[config.mk]
export PLATFORM = sky130hd
export DESIGN_NAME = four_way_merge_run_distributor
export DESIGN_NICKNAME = d
export VERILOG_FILES = /design/src/rtl/fwmrd_pkg.sv /design/src/rtl/four_way_merge_run_distributor.sv
export SDC_FILE = /design/constraint.sdc
export NUM_CORES = 1
export LEC_CHECK = 0
export BUFFER_PORTS_ARGS = -buffer_cell sky130_fd_sc_hd__buf_4
export CORE_AREA = 8 8 256 160
export DETAILED_ROUTE_END_ITERATION = 8
export DIE_AREA = 0 0 264 168
export GPL_TIMING_DRIVEN = 0
export HOLD_SLACK_MARGIN = 0.12
export MAX_ROUTING_LAYER = met4
export PLACE_DENSITY = 0.52
export SLEW_MARGIN = 20
export SYNTH_ARGS = -nofsm -noshare
export SYNTH_HDL_FRONTEND = slang
export SYNTH_SLANG_ARGS = --single-unit
[constraint.sdc]
create_clock -name aclk -period 31.4 [get_ports aclk]
set_clock_uncertainty 0.15 [all_clocks]
set_input_delay 6.28 -clock aclk [delete_from_list [all_inputs] [get_ports aclk]]
set_output_delay 6.28 -clock aclk [all_outputs]
set_load 0.01 [all_outputs]
[src/rtl/fwmrd_pkg.sv]
// ----------------------------------------------------------------------------
// fwmrd_pkg
// Types and constants for the four-way merge run distributor.
// ----------------------------------------------------------------------------
package fwmrd_pkg;

    localparam int Ways   = 4;
    localparam int LaneW  = $clog2(Ways);
    localparam int ValueW = 32;
    localparam int DestW  = 2;

    typedef struct packed {
        logic [LaneW-1:0]         lane;
        logic signed [ValueW-1:0] value;
        logic                     exhausted;
    } in_item_t;

    typedef struct packed {
        logic signed [ValueW-1:0] out_value;
        logic [DestW-1:0]         dest_file;
        logic [LaneW-1:0]         refill_lane;
        logic                     done_res;
    } out_item_t;

endpackage

[src/rtl/four_way_merge_run_distributor.sv]
// ----------------------------------------------------------------------------
// four_way_merge_run_distributor
// One pass of a 4-way merge: lane heads, minimum select, run distribution.
// ----------------------------------------------------------------------------
//  channel | ports                    | item
//  --------+--------------------------+-------------------------------------
//  input   | s_valid s_ready s_data   | lane head value or exhausted mark
//  result  | m_valid m_ready m_data   | smallest head, dest file, or done
//
//  One item per cycle while s_ready is high: head update, 4-lane
//  minimum and destination step are done in the accept cycle and land
//  in the result register, or in the skid register under stall.
//  A skid register holds one result under stall; s_ready drops only while
//  it is full.
//  aresetn (synchronous) clears lane flags, destination and result valids.
// ----------------------------------------------------------------------------
module four_way_merge_run_distributor
    import fwmrd_pkg::*;
(
    input  logic      aclk,
    input  logic      aresetn,
    input  logic      s_valid,
    output logic      s_ready,
    input  in_item_t  s_data,
    output logic      m_valid,
    input  logic      m_ready,
    output out_item_t m_data
);

    logic signed [ValueW-1:0] head_reg [Ways];
    logic [Ways-1:0]          present_reg, present_next;
    logic [Ways-1:0]          finished_reg, finished_next;
    logic signed [ValueW-1:0] last_reg, last_next;
    logic [DestW-1:0]         dest_reg, dest_next;
    logic                     first_reg, first_next;

    out_item_t main_reg, skid_reg;
    logic      main_valid_reg, skid_valid_reg;

    logic                     s_fire, pop, push;
    logic [Ways-1:0]          lane_bit, pres_w, fin_w;
    logic signed [ValueW-1:0] heads_w [Ways];
    logic [LaneW-1:0]         best;
    logic                     best_found;
    logic signed [ValueW-1:0] best_val;
    out_item_t                res;

    assign s_ready = !skid_valid_reg;
    assign s_fire  = s_valid && s_ready;
    assign pop     = main_valid_reg && m_ready;
    assign m_valid = main_valid_reg;
    assign m_data  = main_reg;

    always_comb begin
        lane_bit = '0;
        lane_bit[s_data.lane] = 1'b1;
        for (int i = 0; i < Ways; i++) begin
            heads_w[i] = head_reg[i];
        end
        if (s_data.exhausted) begin
            fin_w  = finished_reg | lane_bit;
            pres_w = present_reg & ~lane_bit;
        end else begin
            fin_w  = finished_reg & ~lane_bit;
            pres_w = present_reg | lane_bit;
            heads_w[s_data.lane] = s_data.value;
        end

        best       = '0;
        best_found = 1'b0;
        best_val   = heads_w[0];
        for (int i = 0; i < Ways; i++) begin
            if (pres_w[i] && (!best_found || heads_w[i] < best_val)) begin
                best       = LaneW'(i);
                best_val   = heads_w[i];
                best_found = 1'b1;
            end
        end

        present_next  = present_reg;
        finished_next = finished_reg;
        last_next     = last_reg;
        dest_next     = dest_reg;
        first_next    = first_reg;
        push          = 1'b0;
        res           = '0;

        if (s_fire) begin
            present_next  = pres_w;
            finished_next = fin_w;
            if (&(pres_w | fin_w)) begin
                if (&fin_w) begin
                    push          = 1'b1;
                    res.done_res  = 1'b1;
                    present_next  = '0;
                    finished_next = '0;
                    last_next     = '0;
                    dest_next     = '0;
                    first_next    = 1'b1;
                end else if (best_found) begin
                    push = 1'b1;
                    if (first_reg) begin
                        dest_next  = '0;
                        first_next = 1'b0;
                    end else if (best_val < last_reg) begin
                        dest_next = dest_reg + DestW'(1);
                    end
                    last_next          = best_val;
                    present_next[best] = 1'b0;
                    res.out_value      = best_val;
                    res.dest_file      = dest_next;
                    res.refill_lane    = best;
                end
            end
        end
    end

    always_ff @(posedge aclk) begin
        if (s_fire && !s_data.exhausted) begin
            head_reg[s_data.lane] <= s_data.value;
        end
    end

    always_ff @(posedge aclk) begin
        if (!aresetn) begin
            present_reg  <= '0;
            finished_reg <= '0;
            last_reg     <= '0;
            dest_reg     <= '0;
            first_reg    <= 1'b1;
        end else begin
            present_reg  <= present_next;
            finished_reg <= finished_next;
            last_reg     <= last_next;
            dest_reg     <= dest_next;
            first_reg    <= first_next;
        end
    end

    // result register with one-entry skid
    always_ff @(posedge aclk) begin
        if (!aresetn) begin
            main_valid_reg <= 1'b0;
            skid_valid_reg <= 1'b0;
        end else if (skid_valid_reg) begin
            if (pop) begin
                main_reg       <= skid_reg;
                skid_valid_reg <= 1'b0;
            end
        end else if (push) begin
            if (!main_valid_reg || pop) begin
                main_reg       <= res;
                main_valid_reg <= 1'b1;
            end else begin
                skid_reg       <= res;
                skid_valid_reg <= 1'b1;
            end
        end else if (pop) begin
            main_valid_reg <= 1'b0;
        end
    end

endmodule

## Yosys cells after proc, flatten, opt, wreduce, memory -nomap -nowiden

Memory sizes are Yosys's and may differ from the RTL's.
Index checks and enable logic that the tools add are counted.

| cells by class | value |
|---|---|
| shifts and indexed selects | 0 |
| add/sub/neg operators | 1 |
| order comparisons | 10 |
| muxes and demuxes | 55 |
| bitwise logic cells | 11 |
| div/mod/pow operators | 0 |
| reductions and logical operators | 29 |
| eq/ne operators | 2 |
| $mul | 0 |

Operators by type and width:

| kind | number |
|---|---|
| $mux W37 | 6 |
| $mux W32 | 6 |
| $bwmux W128 | 1 |
| $lt A32 B32 Y1 | 4 |
| $mux W128 | 1 |
| $mux W36 | 2 |
| $demux W32 S2 | 1 |
| $mux W4 | 7 |
| $mux W1 | 23 |
| $reduce_and A4 Y1 | 4 |
| $and A4 B4 Y4 | 3 |
| $mux W2 | 6 |
| $or A4 B4 Y4 | 3 |
| $logic_and A1 B1 Y1 | 9 |
| $not A4 Y4 | 2 |
| $reduce_bool A2 Y1 | 4 |
| $logic_not A1 Y1 | 6 |
| $lt A2 B3 Y1 const B | 2 |
| $reduce_and A6 Y1 | 1 |
| $demux W1 S2 | 2 |
| $ge A2 B1 Y1 const B | 2 |
| $logic_or A1 B1 Y1 | 4 |
| $ne A2 B1 Y1 const B | 2 |
| $ge A3 B3 Y1 const B | 1 |
| other kinds (5) | 6 |

| word-level totals | value |
|---|---|
| ROM bits | 0 |
| memory bits (writable) | 128 |
| input port bits | 39 |
| memories kept | 1 |
| output and inout bits | 39 |
| bits in registers | 119 |
| bits in latches | 0 |
| word-level logic and storage cells | 124 |

Memory list:

| name | words | width | rd ports | clocked after Yosys merged registers in | write ports | line | source |
|---|---|---|---|---|---|---|---|
| head_reg | 4 | 32 | 4 | 0 | 1 | four_way_merge_run_distributor.sv:30 | `logic signed [ValueW-1:0] head_reg [Ways];` |

## Logic depth before layout (Yosys ltp)

Gate-level depths: netlist of run 1.

| depth | value |
|---|---|
| depth in word-level cells | 30 |
| mapped depth | 59 |

## Least setup slack after synthesis of run 1

OpenSTA, ideal clock, no wires.

| path | value |
|---|---|
| path type | input -> register |
| start point | input s_data[34] (netlist bit) |
| end point | register main_reg (netlist bit m_data[3]) (data pin) |
| buffers on the path | 10 |
| slack | 14,023 ps |
| stages | 54 |
| arrival time | 16,954 ps |
| setup time | 272 ps |
| path through | buf_6 -> buf_6 -> nor3b_1 -> clkbuf_1 -> clkbuf_1 -> mux2i_1 -> inv_1 -> ha_1 -> a21oi_1 -> nand2_1 -> a221oi_2 -> o211ai_1 -> or4_4 -> and2_4 -> clkbuf_1 -> clkbuf_1 -> nand2_1 -> o21ai_0 -> (+18 left out) -> xor2_1 -> o21bai_1 -> buf_2 -> buf_2 -> mux2i_1 -> ha_1 -> a21o_1 -> a21o_1 -> a21o_1 -> a21o_1 -> a21o_1 -> a21o_1 -> a21oi_1 -> o21ai_0 -> a211o_1 -> and3_1 -> o21ai_0 -> nand3_1 |

| between the ends | value |
|---|---|
| word-level cells in the longest chain between the ends | 30 |
| elaborated cells on any way between the ends | 52 |

Ends and longest elaborated chain:

| item | line | source |
|---|---|---|
| start: declaration | four_way_merge_run_distributor.sv:24 | `input in_item_t s_data,` |
| parallel branches: the longest is 25 deep, another holds $lt A32 B32 Y1 | -- |  |
| $mux W37 * | four_way_merge_run_distributor.sv:91 | `if (&(pres_w \| fin_w)) begin` |
| $mux W37 * | four_way_merge_run_distributor.sv:88 | `if (s_fire) begin` |
| $mux W37 * | four_way_merge_run_distributor.sv:151 | `if (!main_valid_reg \|\| pop) begin` |
| $mux W37 * | four_way_merge_run_distributor.sv:150 | `end else if (push) begin` |
| $mux W37 * | four_way_merge_run_distributor.sv:145 | `end else if (skid_valid_reg) begin` |
| end signal: assignment | four_way_merge_run_distributor.sv:147 | `main_reg <= skid_reg;` |
| end signal: assignment | four_way_merge_run_distributor.sv:152 | `main_reg <= res;` |
| end: declaration | four_way_merge_run_distributor.sv:37 | `out_item_t main_reg, skid_reg;` |

Mark *: on every way between the ends. The select of a mux whose other input is x is not followed.
A chain may end at the register's enable or synchronous reset.

## Final worst setup path of run 1

| path | value |
|---|---|
| start point | input s_data[0] (netlist bit) |
| end point | register main_reg (netlist bit m_data[3]) (data pin) |

| between the ends | value |
|---|---|
| word-level cells in the longest chain between the ends | 24 |
| elaborated cells on any way between the ends | 35 |

Ends and longest elaborated chain:

| item | line |
|---|---|
| parallel branches: the longest is 19 deep, another holds $lt A32 B32 Y1 | -- |
| $mux W37 * | four_way_merge_run_distributor.sv:91 |
| $mux W37 * | four_way_merge_run_distributor.sv:88 |
| $mux W37 * | four_way_merge_run_distributor.sv:151 |
| $mux W37 * | four_way_merge_run_distributor.sv:150 |
| $mux W37 * | four_way_merge_run_distributor.sv:145 |

Marked as above.

==> results by group, run 1 <==
Logic synthesis
  • Ys flop type: edfxtp_1
  • Number of synthesized flops with an enable pin: 202
  • Post-synthesis register bit count: 247
  • Post-synthesis net count: 1544
  • Warnings, synthesis: 0
  • Gate Count Post-Synth: 1381
  • Post-Syn Area: 14300 sq um
  • Yosys top cell by area: edfxtp_1
  • Most common cell in the synthesized netlist: nand2_1
  • Netlist cell types: 69
  • Synth Area per Inst: 10.3 sq um
  • Synth top area share: 42.6%
  • Synth cell count leaders: nand2_1 (208), edfxtp_1 (202), inv_1 (143)
  • Sequential element share of the synthesized area: 48.9%
  • Area contributors post-synth: edfxtp_1 (43%), ha_1 (11%), mux2i_1 (8.9%)
  • Synth async-reset ratio: 0%

Placement
  • Routability cong.: 0.884
  • Hpwl dp: 29200 um
  • PortBufs: 75
  • Placed Area: 15700 sq um
  • Setup WS pre-CTS: 9400 ps

Clocking
  • Post-CTS sizing: 0
  • Skew-Pair Late Insertion Delay: 560 ps
  • CTS root buffer: clkbuf_16
  • Clock transition at path regs: 60 ps
  • Clock buffer count from CTS: 26
  • Hold Buf Count CTS: 0
  • CTS Buffer Depth: 3
  • Postcts setup bufs: 0
  • CTS Sinks: 247
  • H-Tree Depth: 1
  • CTS tree: built

Power
  • Maximum VDD drop: 0.0365 mV
  • Lkg Pwr: 6.98 nW
  • PwrDens: 49.0 nW/um^2
  • Total power: 0.810 mW

STA
  • Final worst slack: 9660 ps
  • Fin. max-slew vios: 0
  • Worst slew pin tran: 1230 ps
  • Final hold vios: 0
  • RSZ-0062 raised after global routing: false
  • Final setup fails: 0
  • Setup TNS: 0 ps
  • Worst slew margin: 17.5%
  • Fin crit period: 21740 ps
  • Final period util: 69.2%
  • Fmax: 46.0 MHz

Worst setup path
  • Worst path arrival time: 21870 ps
  • Max incr delay on CP: 1090 ps
  • Critical path's slowest cell: nor4_1
  • CP Launch Type: input pin
  • Worst setup path class: input pin to register
  • R2R setup slack: 16950 ps
  • Worst setup EP type: register
  • Crit path buf inv count: 11
  • CP max FO: 10
  • CP required: 31540 ps
  • CP most frequent cell: a21o_1
  • CP top delay family: compound AO/OA/AOI/OAI gates

Die
  • Core area: 37000 sq um
  • Die Wd: 264 um
  • Io pins: 78
  • Chip Height: 168 um
  • Initial Util: 38.5%
  • DIE AREA: 44400 sq um
  • FP Rows: 55

Hold path
  • Path type of the worst min-delay path: register to register

Drt
  • Drt via density: 5.22
  • DR vias: 10500
  • Final ANT Viol Nets: 0
  • DRC Markers: 0
  • Final WL: 38200 um
  • Wirelength per Cell: 19.0 um
  • Initial DRC Count: 780
  • DR pass1 iterations: 5

Global route
  • First-pass GRT wire length: 60400 um
  • Pin count of the biggest net entering global routing: 22
  • Vias in the first global route: 10500
  • Initial antenna violation count: 0
  • Grt ovf: 0
  • GRT Total Usage: 17.5%

Cells and area
  • Post-route cell area: 16500 sq um
  • Finished Core Util: 44.7%
  • Antenna Cells: 0
  • Fraction of layout cells with a size suffix above 1: 12.9%
  • Max reg flops: 128
  • Area grow syn2layout: 16.0%
  • Nets: 1666

Job
  • MaxCap Viol Count: 0

Run status
  • Run status: finished clean
==> metrics by stage <==
stage,hold WS (ps),cells
floorplan,286,1381
global placement,292,1940
detailed placement,297,1959
CTS,306,2007
global route,327,2007
finish,305,2007
==> final timing paths <==
path | start | to | cells after the start
hold / removal | last_reg[14] | last_reg[14] | 2
setup reg to reg | head_reg[1][31] | m_data[3] | 51
setup / recovery | s_data[0] | m_data[3] | 56
hold reg to reg | last_reg[14] | last_reg[14] | 2
==> routing by layer <==
layer	GRT usage, %	wire length [um]	up-vias
li1	-	-	5179
met1	25.3	19400	4981
met2	25.8	15800	266
met3	3.23	2360	44
met4	2.84	587	0
met5	-	0	-
==> where the power goes <==
part	switching [mW]	total, mW	internal [mW]	leakage, nW
Sequential	0.00119	0.358	0.356	2.13
Clock	0.132	0.315	0.183	0.426
Combinational	0.0857	0.138	0.0521	4.42
==> cells in the final DEF (no fill, tap or decap), drive strengths merged, types with 45 or more instances in the layout <==
master  netlist  routed
mux2i       127     127
a21oi       117     117
inv         143     144
nor2         68      68
clkbuf       45      87
ha          124     124
buf          10     104
o21ai        73      73
dfxtp        45      45
nand2       208     208
edfxtp      202     202
==> worst reg2reg max path: cells and delay by family, from the launching register on <==
kind / cells / cell delay [ps]
flip-flops: 1 / 360
multiplexers: 3 / 620
AO/OA/AOI/OAI: 25 / 6060
XOR/XNOR: 1 / 180
buffers and inverters: 7 / 2710
AND/OR/NAND/NOR: 11 / 2770
adder cells (fa/ha/maj): 4 / 1360
==> kinds of logic (layout without fill, tap and decap cells) <==
group,after synthesis,count (layout),share of synthesized area [%]
and+or+nand+nor,384,384,12.0
buffers and inverters,198,340,5.50
DFF,247,247,48.9
xor gates and xnor gates,1,1,0.0615
adders and majority gates,124,124,10.9
AOI/OAI and AO/OA,268,268,11.2
muxes,159,159,11.5
==> layout make-up <==
type                            instances  area (sq um)
Fill cell                            3560         20500
Sequential cell                       247          6970
Multi-Input combinational cell        936          6540
Clock buffer                           42           803
Timing Repair Buffer                   94           778
Tap cell                              484           606
Inverter                              143           537
Buffer                                 55           246
Clock inverter                          6          56.3
Note: power is estimated with default switching activity, not from simulation.
==> run 2: changes to the inputs <==
--- a/config.mk
+++ b/config.mk
@@ -12,7 +12,7 @@
 export GPL_TIMING_DRIVEN = 0
 export HOLD_SLACK_MARGIN = 0.12
 export MAX_ROUTING_LAYER = met4
-export PLACE_DENSITY = 0.52
+export PLACE_DENSITY = 0.54
 export SLEW_MARGIN = 20
 export SYNTH_ARGS = -nofsm -noshare
 export SYNTH_HDL_FRONTEND = slang
==> constraint.sdc (replaced) <==
create_clock -name aclk -period 19.9 [get_ports aclk]
set_clock_uncertainty 0.15 [all_clocks]
set_input_delay 3.98 -clock aclk [delete_from_list [all_inputs] [get_ports aclk]]
set_output_delay 3.98 -clock aclk [all_outputs]
set_load 0.01 [all_outputs]
==> run 2 against run 1 <==
Effect of this change:
- setup slack worse by 8600 ps
- global-route usage down 0.31 points
- combinational power up 57%
- cell count unchanged
- sequential power up 58%
- critical path type unchanged
- critical endpoint unchanged
- largest cell class unchanged
==> results by group, run 2 (same netlist as run 1, synthesis figures left out) <==
Clocking
  • CTS root buffer: clkbuf_16
  • CTS tree: built
  • Post-CTS sizing: 0 (unchanged)
  • Clock buffer count from CTS: 26 (unchanged)
  • CTS Buffer Depth: 3 (unchanged)
  • H-Tree Depth: 1 (unchanged)
  • Hold Buf Count CTS: 0 (unchanged)
  • CTS Sinks: 247 (unchanged)
  • Clock transition at path regs: 60 ps (about the same)
  • Postcts setup bufs: 0 (unchanged)
  • Skew-Pair Late Insertion Delay: 560 ps (about the same)

Placement
  • Placed Area: 15700 sq um (about the same)
  • Routability cong.: 0.892 (+0.88%)
  • Cell Count Post-Placement: 1959 (unchanged)
  • Hpwl dp: 29100 um (-0.34%)
  • PortBufs: 75 (unchanged)
  • Setup WS pre-CTS: 135 ps (-9270 ps)

Drt
  • DRC Markers: 0 (unchanged)
  • Final ANT Viol Nets: 0 (unchanged)
  • Wirelength per Cell: 18.7 um (-1.4%)
  • Final WL: 37600 um (-1.4%)
  • DR vias: 10500 (+0.21%)
  • DR pass1 iterations: 5 (unchanged)
  • Initial DRC Count: 770 (-1.3%)
  • Drt via density: 5.23 (+0.21%)

Worst setup path
  • CP required: 20020 ps (-11520 ps)
  • Critical path's slowest cell: a221oi_1
  • Worst setup path class: input pin to register
  • Worst path arrival time: 18910 ps (-2960 ps)
  • Worst setup EP type: register
  • CP most frequent cell: a21o_1
  • CP max FO: 10 (unchanged)
  • Max incr delay on CP: 780 ps (-310 ps)
  • CP Launch Type: input pin

Global route
  • M2 GR Usage: 25.0% (-0.84 points)
  • Initial antenna violation count: 0 (unchanged)
  • Vias in the first global route: 10400 (-0.84%)
  • Pin count of the biggest net entering global routing: 20 (-9.1%)
  • M1 GR Usage: 25.0% (-0.32 points)
  • Met3 Usage GRT: 3.14% (-0.087 points)
  • First-pass GRT wire length: 59300 um (-1.9%)
  • GRT Total Usage: 17.2% (-0.31 points)
  • GR peak layer: met1
  • Grt ovf: 0 (unchanged)

Power
  • PwrDens: 77.2 nW/um^2 (+57%)
  • Total power: 1.28 mW (+58%)
  • Lkg Pwr: 6.97 nW (about the same)
  • Maximum VDD drop: 0.0649 mV (+78%)

STA
  • Setup TNS: 0 ps (unchanged)
  • Worst slew margin: 24.1% (+6.7 points)
  • Fin crit period: 18790 ps
  • Final period util: 94.4%
  • Final worst slack: 1110 ps (-8560 ps)
  • Final hold vios: 0 (unchanged)
  • Fin. max-slew vios: 0 (unchanged)
  • Worst slew pin tran: 1140 ps (-88.5 ps)
  • Final setup fails: 0 (unchanged)
  • RSZ-0062 raised after global routing: false
  • Fmax: 53.2 MHz
  • Final hold slack: 306 ps (+0.0730 ps)

Cells and area
  • Antenna Cells: 0 (unchanged)
  • Seq. cell area: 6970 sq um (unchanged)
  • FILL cells: 3552 (-0.22%)
  • Max reg flops: 128 (unchanged)
  • Commonest non-fill, non-tap cell in the layout: nand2_1
  • Fraction of layout cells with a size suffix above 1: 13.3% (+0.39 points)
  • Multi-input gate area: 6540 sq um (about the same)
  • Nets: 1666 (unchanged)
  • Highest-count cells in the layout ignoring fill and taps: nand2_1 (208), edfxtp_1 (202), inv_1 (143)
  • Post-route cell area: 16600 sq um (+0.14%)
  • Non-Filler Instances: 2007 (unchanged)
  • Finished Core Util: 44.7% (+0.061 points)
  • Area grow syn2layout: 16.2%

Die
  • DIE AREA: 44400 sq um (unchanged)
  • Initial Util: 38.5% (unchanged)
  • Chip Height: 168 um (unchanged)
  • Die Wd: 264 um (unchanged)
  • Io pins: 78 (unchanged)
  • FP Rows: 55 (unchanged)
  • Core area: 37000 sq um (unchanged)

Hold path
  • Path type of the worst min-delay path: register to register

Run status
  • Run status: finished clean

Job
  • MaxCap Viol Count: 0 (unchanged)
-- run 2: changes by cell type in the layout (fill, tap and decap cells not counted), sizes merged --
cell | previous run | this run
bufinv | 1 | 2
clkbuf | 87 | 78
clkinv | 4 | 10
clkinvlp | 0 | 3
inv | 144 | 143
-- run 2: power breakdown --
| part | internal, mW | total [mW] | switching (mW) |
|---|---|---|---|
| sequential | 0.562 | 0.564 | 0.00190 |
| combinational | 0.0821 | 0.217 | 0.134 |
| clock | 0.284 | 0.497 | 0.214 |
| total | 0.928 | 1.28 | 0.350 |
-- run 2: area by class of cell --
type,count,area share (%)
well taps,484,3.66
inverters,143,3.24
clock inverters,15,0.922
repair buffers,94,4.72
multi-input cells,936,39.5
flip-flops and latches,247,42.1
plain buffers,55,1.50
clock buffers,33,4.34
-- run 2: worst max-delay path, delay by kind of cell --
kind / cells / cell delay [ps]
XOR/XNOR: 1 / 170
AND/OR/NAND/NOR: 12 / 2470
buffers and inverters: 11 / 4090
AO/OA/AOI/OAI: 25 / 6040
multiplexers: 3 / 750
adder cells (fa/ha/maj): 4 / 1350
-- run 2: path summary, 6_finish.rpt --
| path | from | endpoint | slack, ps | depth (start not counted) |
|---|---|---|---|---|
| max reg2reg | head_reg[1][31] | m_data[3] | 5840 | 51 |
| min reg2reg | last_reg[28] | last_reg[28] | 310 | 2 |
| min | last_reg[28] | last_reg[28] | 310 | 2 |
| max | s_data[0] | m_data[3] | 1110 | 56 |
-- run 2: routing by layer --
layer	up-vias	wire length, um	share of wire [%]
met5	-	0	0
met2	238	15500	41
met1	4999	19300	51
li1	5194	-	-
met3	61	2100	5.6
met4	0	738	2.0
==> run 3: changes to the inputs <==
--- a/config.mk
+++ b/config.mk
@@ -7,13 +7,14 @@
 export LEC_CHECK = 0
 export BUFFER_PORTS_ARGS = -buffer_cell sky130_fd_sc_hd__buf_4
 export CORE_AREA = 8 8 256 160
+export CTS_BUF_LIST = sky130_fd_sc_hd__clkbuf_2
 export DETAILED_ROUTE_END_ITERATION = 8
 export DIE_AREA = 0 0 264 168
 export GPL_TIMING_DRIVEN = 0
 export HOLD_SLACK_MARGIN = 0.12
 export MAX_ROUTING_LAYER = met4
 export PLACE_DENSITY = 0.54
-export SLEW_MARGIN = 20
+export SKIP_CTS_REPAIR_TIMING = 1
 export SYNTH_ARGS = -nofsm -noshare
 export SYNTH_HDL_FRONTEND = slang
 export SYNTH_SLANG_ARGS = --single-unit
==> run 3 against run 2 <==
Effect of this change:
- via count grew 1.8%
- core utilization shrank 1.0 points
- total power fell by 12%
- combinational power barely moved
- routed wire length increased by 0.99%
- clock-buffer cell count increased by 59
- critical endpoint unchanged
- critical path depth unchanged
- flip-flop and latch count unchanged
- hold slack better by 5.0 ps
- sequential share of layout area up 0.98 points
- global-route usage rose by 0.27 points
- sequential power is essentially flat
- highest routed layer unchanged
==> results by group, run 3 (same netlist as run 1, synthesis figures left out) <==
Die
  • Core area: 37000 sq um (unchanged)
  • Io pins: 78 (unchanged)
  • Chip Height: 168 um (unchanged)
  • FP Rows: 55 (unchanged)
  • DIE AREA: 44400 sq um (unchanged)
  • Die Wd: 264 um (unchanged)
  • Initial Util: 38.5% (unchanged)

Cells and area
  • Max reg flops: 128 (unchanged)
  • Multi-input gate area: 6540 sq um (about the same)
  • Highest-count cells in the layout ignoring fill and taps: nand2_1 (208), edfxtp_1 (202), inv_1 (143)
  • Fraction of layout cells with a size suffix above 1: 15.8% (+2.5 points)
  • Commonest non-fill, non-tap cell in the layout: nand2_1
  • Seq. cell area: 6970 sq um (unchanged)
  • FILL cells: 3595 (+1.2%)
  • Area grow syn2layout: 13.5%
  • Nets: 1694 (+1.7%)

STA
  • Final setup fails: 0 (unchanged)
  • Worst slew margin: 22.3% (-1.8 points)
  • Final hold vios: 0 (unchanged)
  • Setup TNS: 0 ps (unchanged)
  • Fmax: 52.4 MHz (-1.6%)
  • Fin. max-slew vios: 0 (unchanged)
  • Worst slew pin tran: 1170 ps (+27.3 ps)
  • Final worst slack: 813 ps (-297 ps)
  • RSZ-0062 raised after global routing: false
  • Final hold slack: 311 ps (+5.01 ps)
  • Fin crit period: 19090 ps (+297 ps)
  • Final period util: 95.9% (+1.5 points)

Worst setup path
  • Worst setup path class: input pin to register
  • Worst path arrival time: 19610 ps (+700 ps)
  • CP max FO: 10 (unchanged)
  • CP most frequent cell: a21o_1
  • Critical path's slowest cell: nor4_1
  • Max incr delay on CP: 940 ps (+160 ps)
  • CP Launch Type: input pin
  • CP required: 20420 ps (+400 ps)
  • Worst setup EP type: register

Power
  • PwrDens: 69.7 nW/um^2 (-9.8%)
  • Comb power frac: 19.1% (+2.2 points)
  • P_int: 0.777 mW (-16%)
  • Sw Pwr: 0.349 mW (-0.25%)
  • Net Sw Frac: 31.0% (+3.6 points)
  • Maximum VDD drop: 0.0424 mV (-35%)
  • Clock network power share: 30.9% (-8.0 points)
  • Lkg Pwr: 6.94 nW (-0.57%)
  • Total power: 1.13 mW (-12%)
  • Sequential Power Share: 50.0% (+5.9 points)

Global route
  • Grt ovf: 0 (unchanged)
  • Pin count of the biggest net entering global routing: 32 (+60%)
  • First-pass GRT wire length: 60000 um (+1.2%)
  • GRT Total Usage: 17.5% (+0.27 points)
  • Initial antenna violation count: 2 (+2)
  • Vias in the first global route: 10700 (+3.0%)

Drt
  • DR pass1 iterations: 8 (+3)
  • Final WL: 38000 um (+0.99%)
  • DRC Markers: 0 (unchanged)
  • Final ANT Viol Nets: 0 (unchanged)
  • Drt via density: 5.18 (-0.86%)
  • Wirelength per Cell: 18.4 um (-1.6%)
  • DR vias: 10700 (+1.8%)
  • Initial DRC Count: 697 (-9.5%)

Job
  • MaxCap Viol Count: 0 (unchanged)

Placement
  • PortBufs: 75 (unchanged)
  • Hpwl dp: 29000 um (-0.40%)
  • Setup WS pre-CTS: 199 ps (+64.1 ps)
  • Routability cong.: 0.892 (unchanged)

Clocking
  • CTS Buffer Depth: 3 (unchanged)
  • Clock buffer count from CTS: 59 (+130%)
  • Clock transition at path regs: 110 ps (+50 ps)
  • CTS root buffer: clkbuf_2
  • CTS tree: built
  • H-Tree Depth: 2 (+1)
  • CTS Sinks: 247 (unchanged)
  • Skew-Pair Late Insertion Delay: 950 ps (+390 ps)

Hold path
  • Path type of the worst min-delay path: register to register

Run status
  • Run status: finished clean
run 3: changes by cell type in the layout (fill, tap and decap cells not counted), moves of 3 or more:
| cell | change |
|---|---|
| clkinv_1 | +6 |
| clkinvlp_4 | -3 |
| clkbuf_16 | -27 |
| buf_16 | -3 |
| clkinv_4 | -3 |
| buf_2 | -5 |
| clkbuf_2 | +90 |
| buf_4 | -3 |
run 3: stage by stage:
step	std cells	utilization, %	instance area, sq um
2_1_floorplan	1381	-	14300
3_3_place_gp	1940	41.6	15400
3_5_place_dp	1954	42.2	15600
4_1_cts	2058	43.7	16200
5_1_grt	2060	43.7	16200
6_report	2060	43.7	16200
run 3: final timing paths:
check | startpoint | to | slack (ps) | cells past startpoint
worst min-delay path | last_reg[28] | last_reg[28] | 310 | 2
worst max register to register | head_reg[1][31] | m_data[3] | 5520 | 51
worst max-delay path | s_data[0] | m_data[3] | 810 | 56
worst min register to register | last_reg[28] | last_reg[28] | 310 | 2
run 3: power by group through the flow:
| stage | Sequential [mW] | Clock [mW] | Combinational [mW] |
|---|---|---|---|
| 2_1_floorplan | 0.575 | 0 | 0.143 |
| 3_5_place_dp | 0.575 | 0 | 0.213 |
| 4_1_cts | 0.563 | 0.365 | 0.215 |
| 5_1_grt | 0.564 | 0.389 | 0.243 |
| 3_3_place_gp | 0.576 | 0 | 0.208 |
| 6_report | 0.563 | 0.348 | 0.216 |
run 3: critical path: cells and delay by family:
family / cells / cell delay (ps)
simple gates: 12 / 2700
fa+ha+maj: 4 / 1370
compound gates: 25 / 6170
xor+xnor: 1 / 180
mux: 3 / 770
buf+inv: 11 / 4380
run 3: final cells by class:
class                           count  share of cell area (%)
Tap cell                          484                    3.74
Timing Repair Buffer               89                    4.59
Clock buffer                       92                    2.85
Inverter                          143                    3.32
Sequential cell                   247                    43.1
Multi-Input combinational cell    936                    40.4
Clock inverter                     12                   0.456
Buffer                             55                    1.52
Antenna cell                        2                  0.0309
run 3: layer usage:
metal	vias to the layer above	part of all wire (%)	track usage, %	routed length, um
li1	5278	-	-	-
met5	-	0	-	0
met3	60	5.8	3.90	2210
met4	0	1.7	4.20	646
met1	5091	51	24.8	19600
met2	247	41	25.2	15600
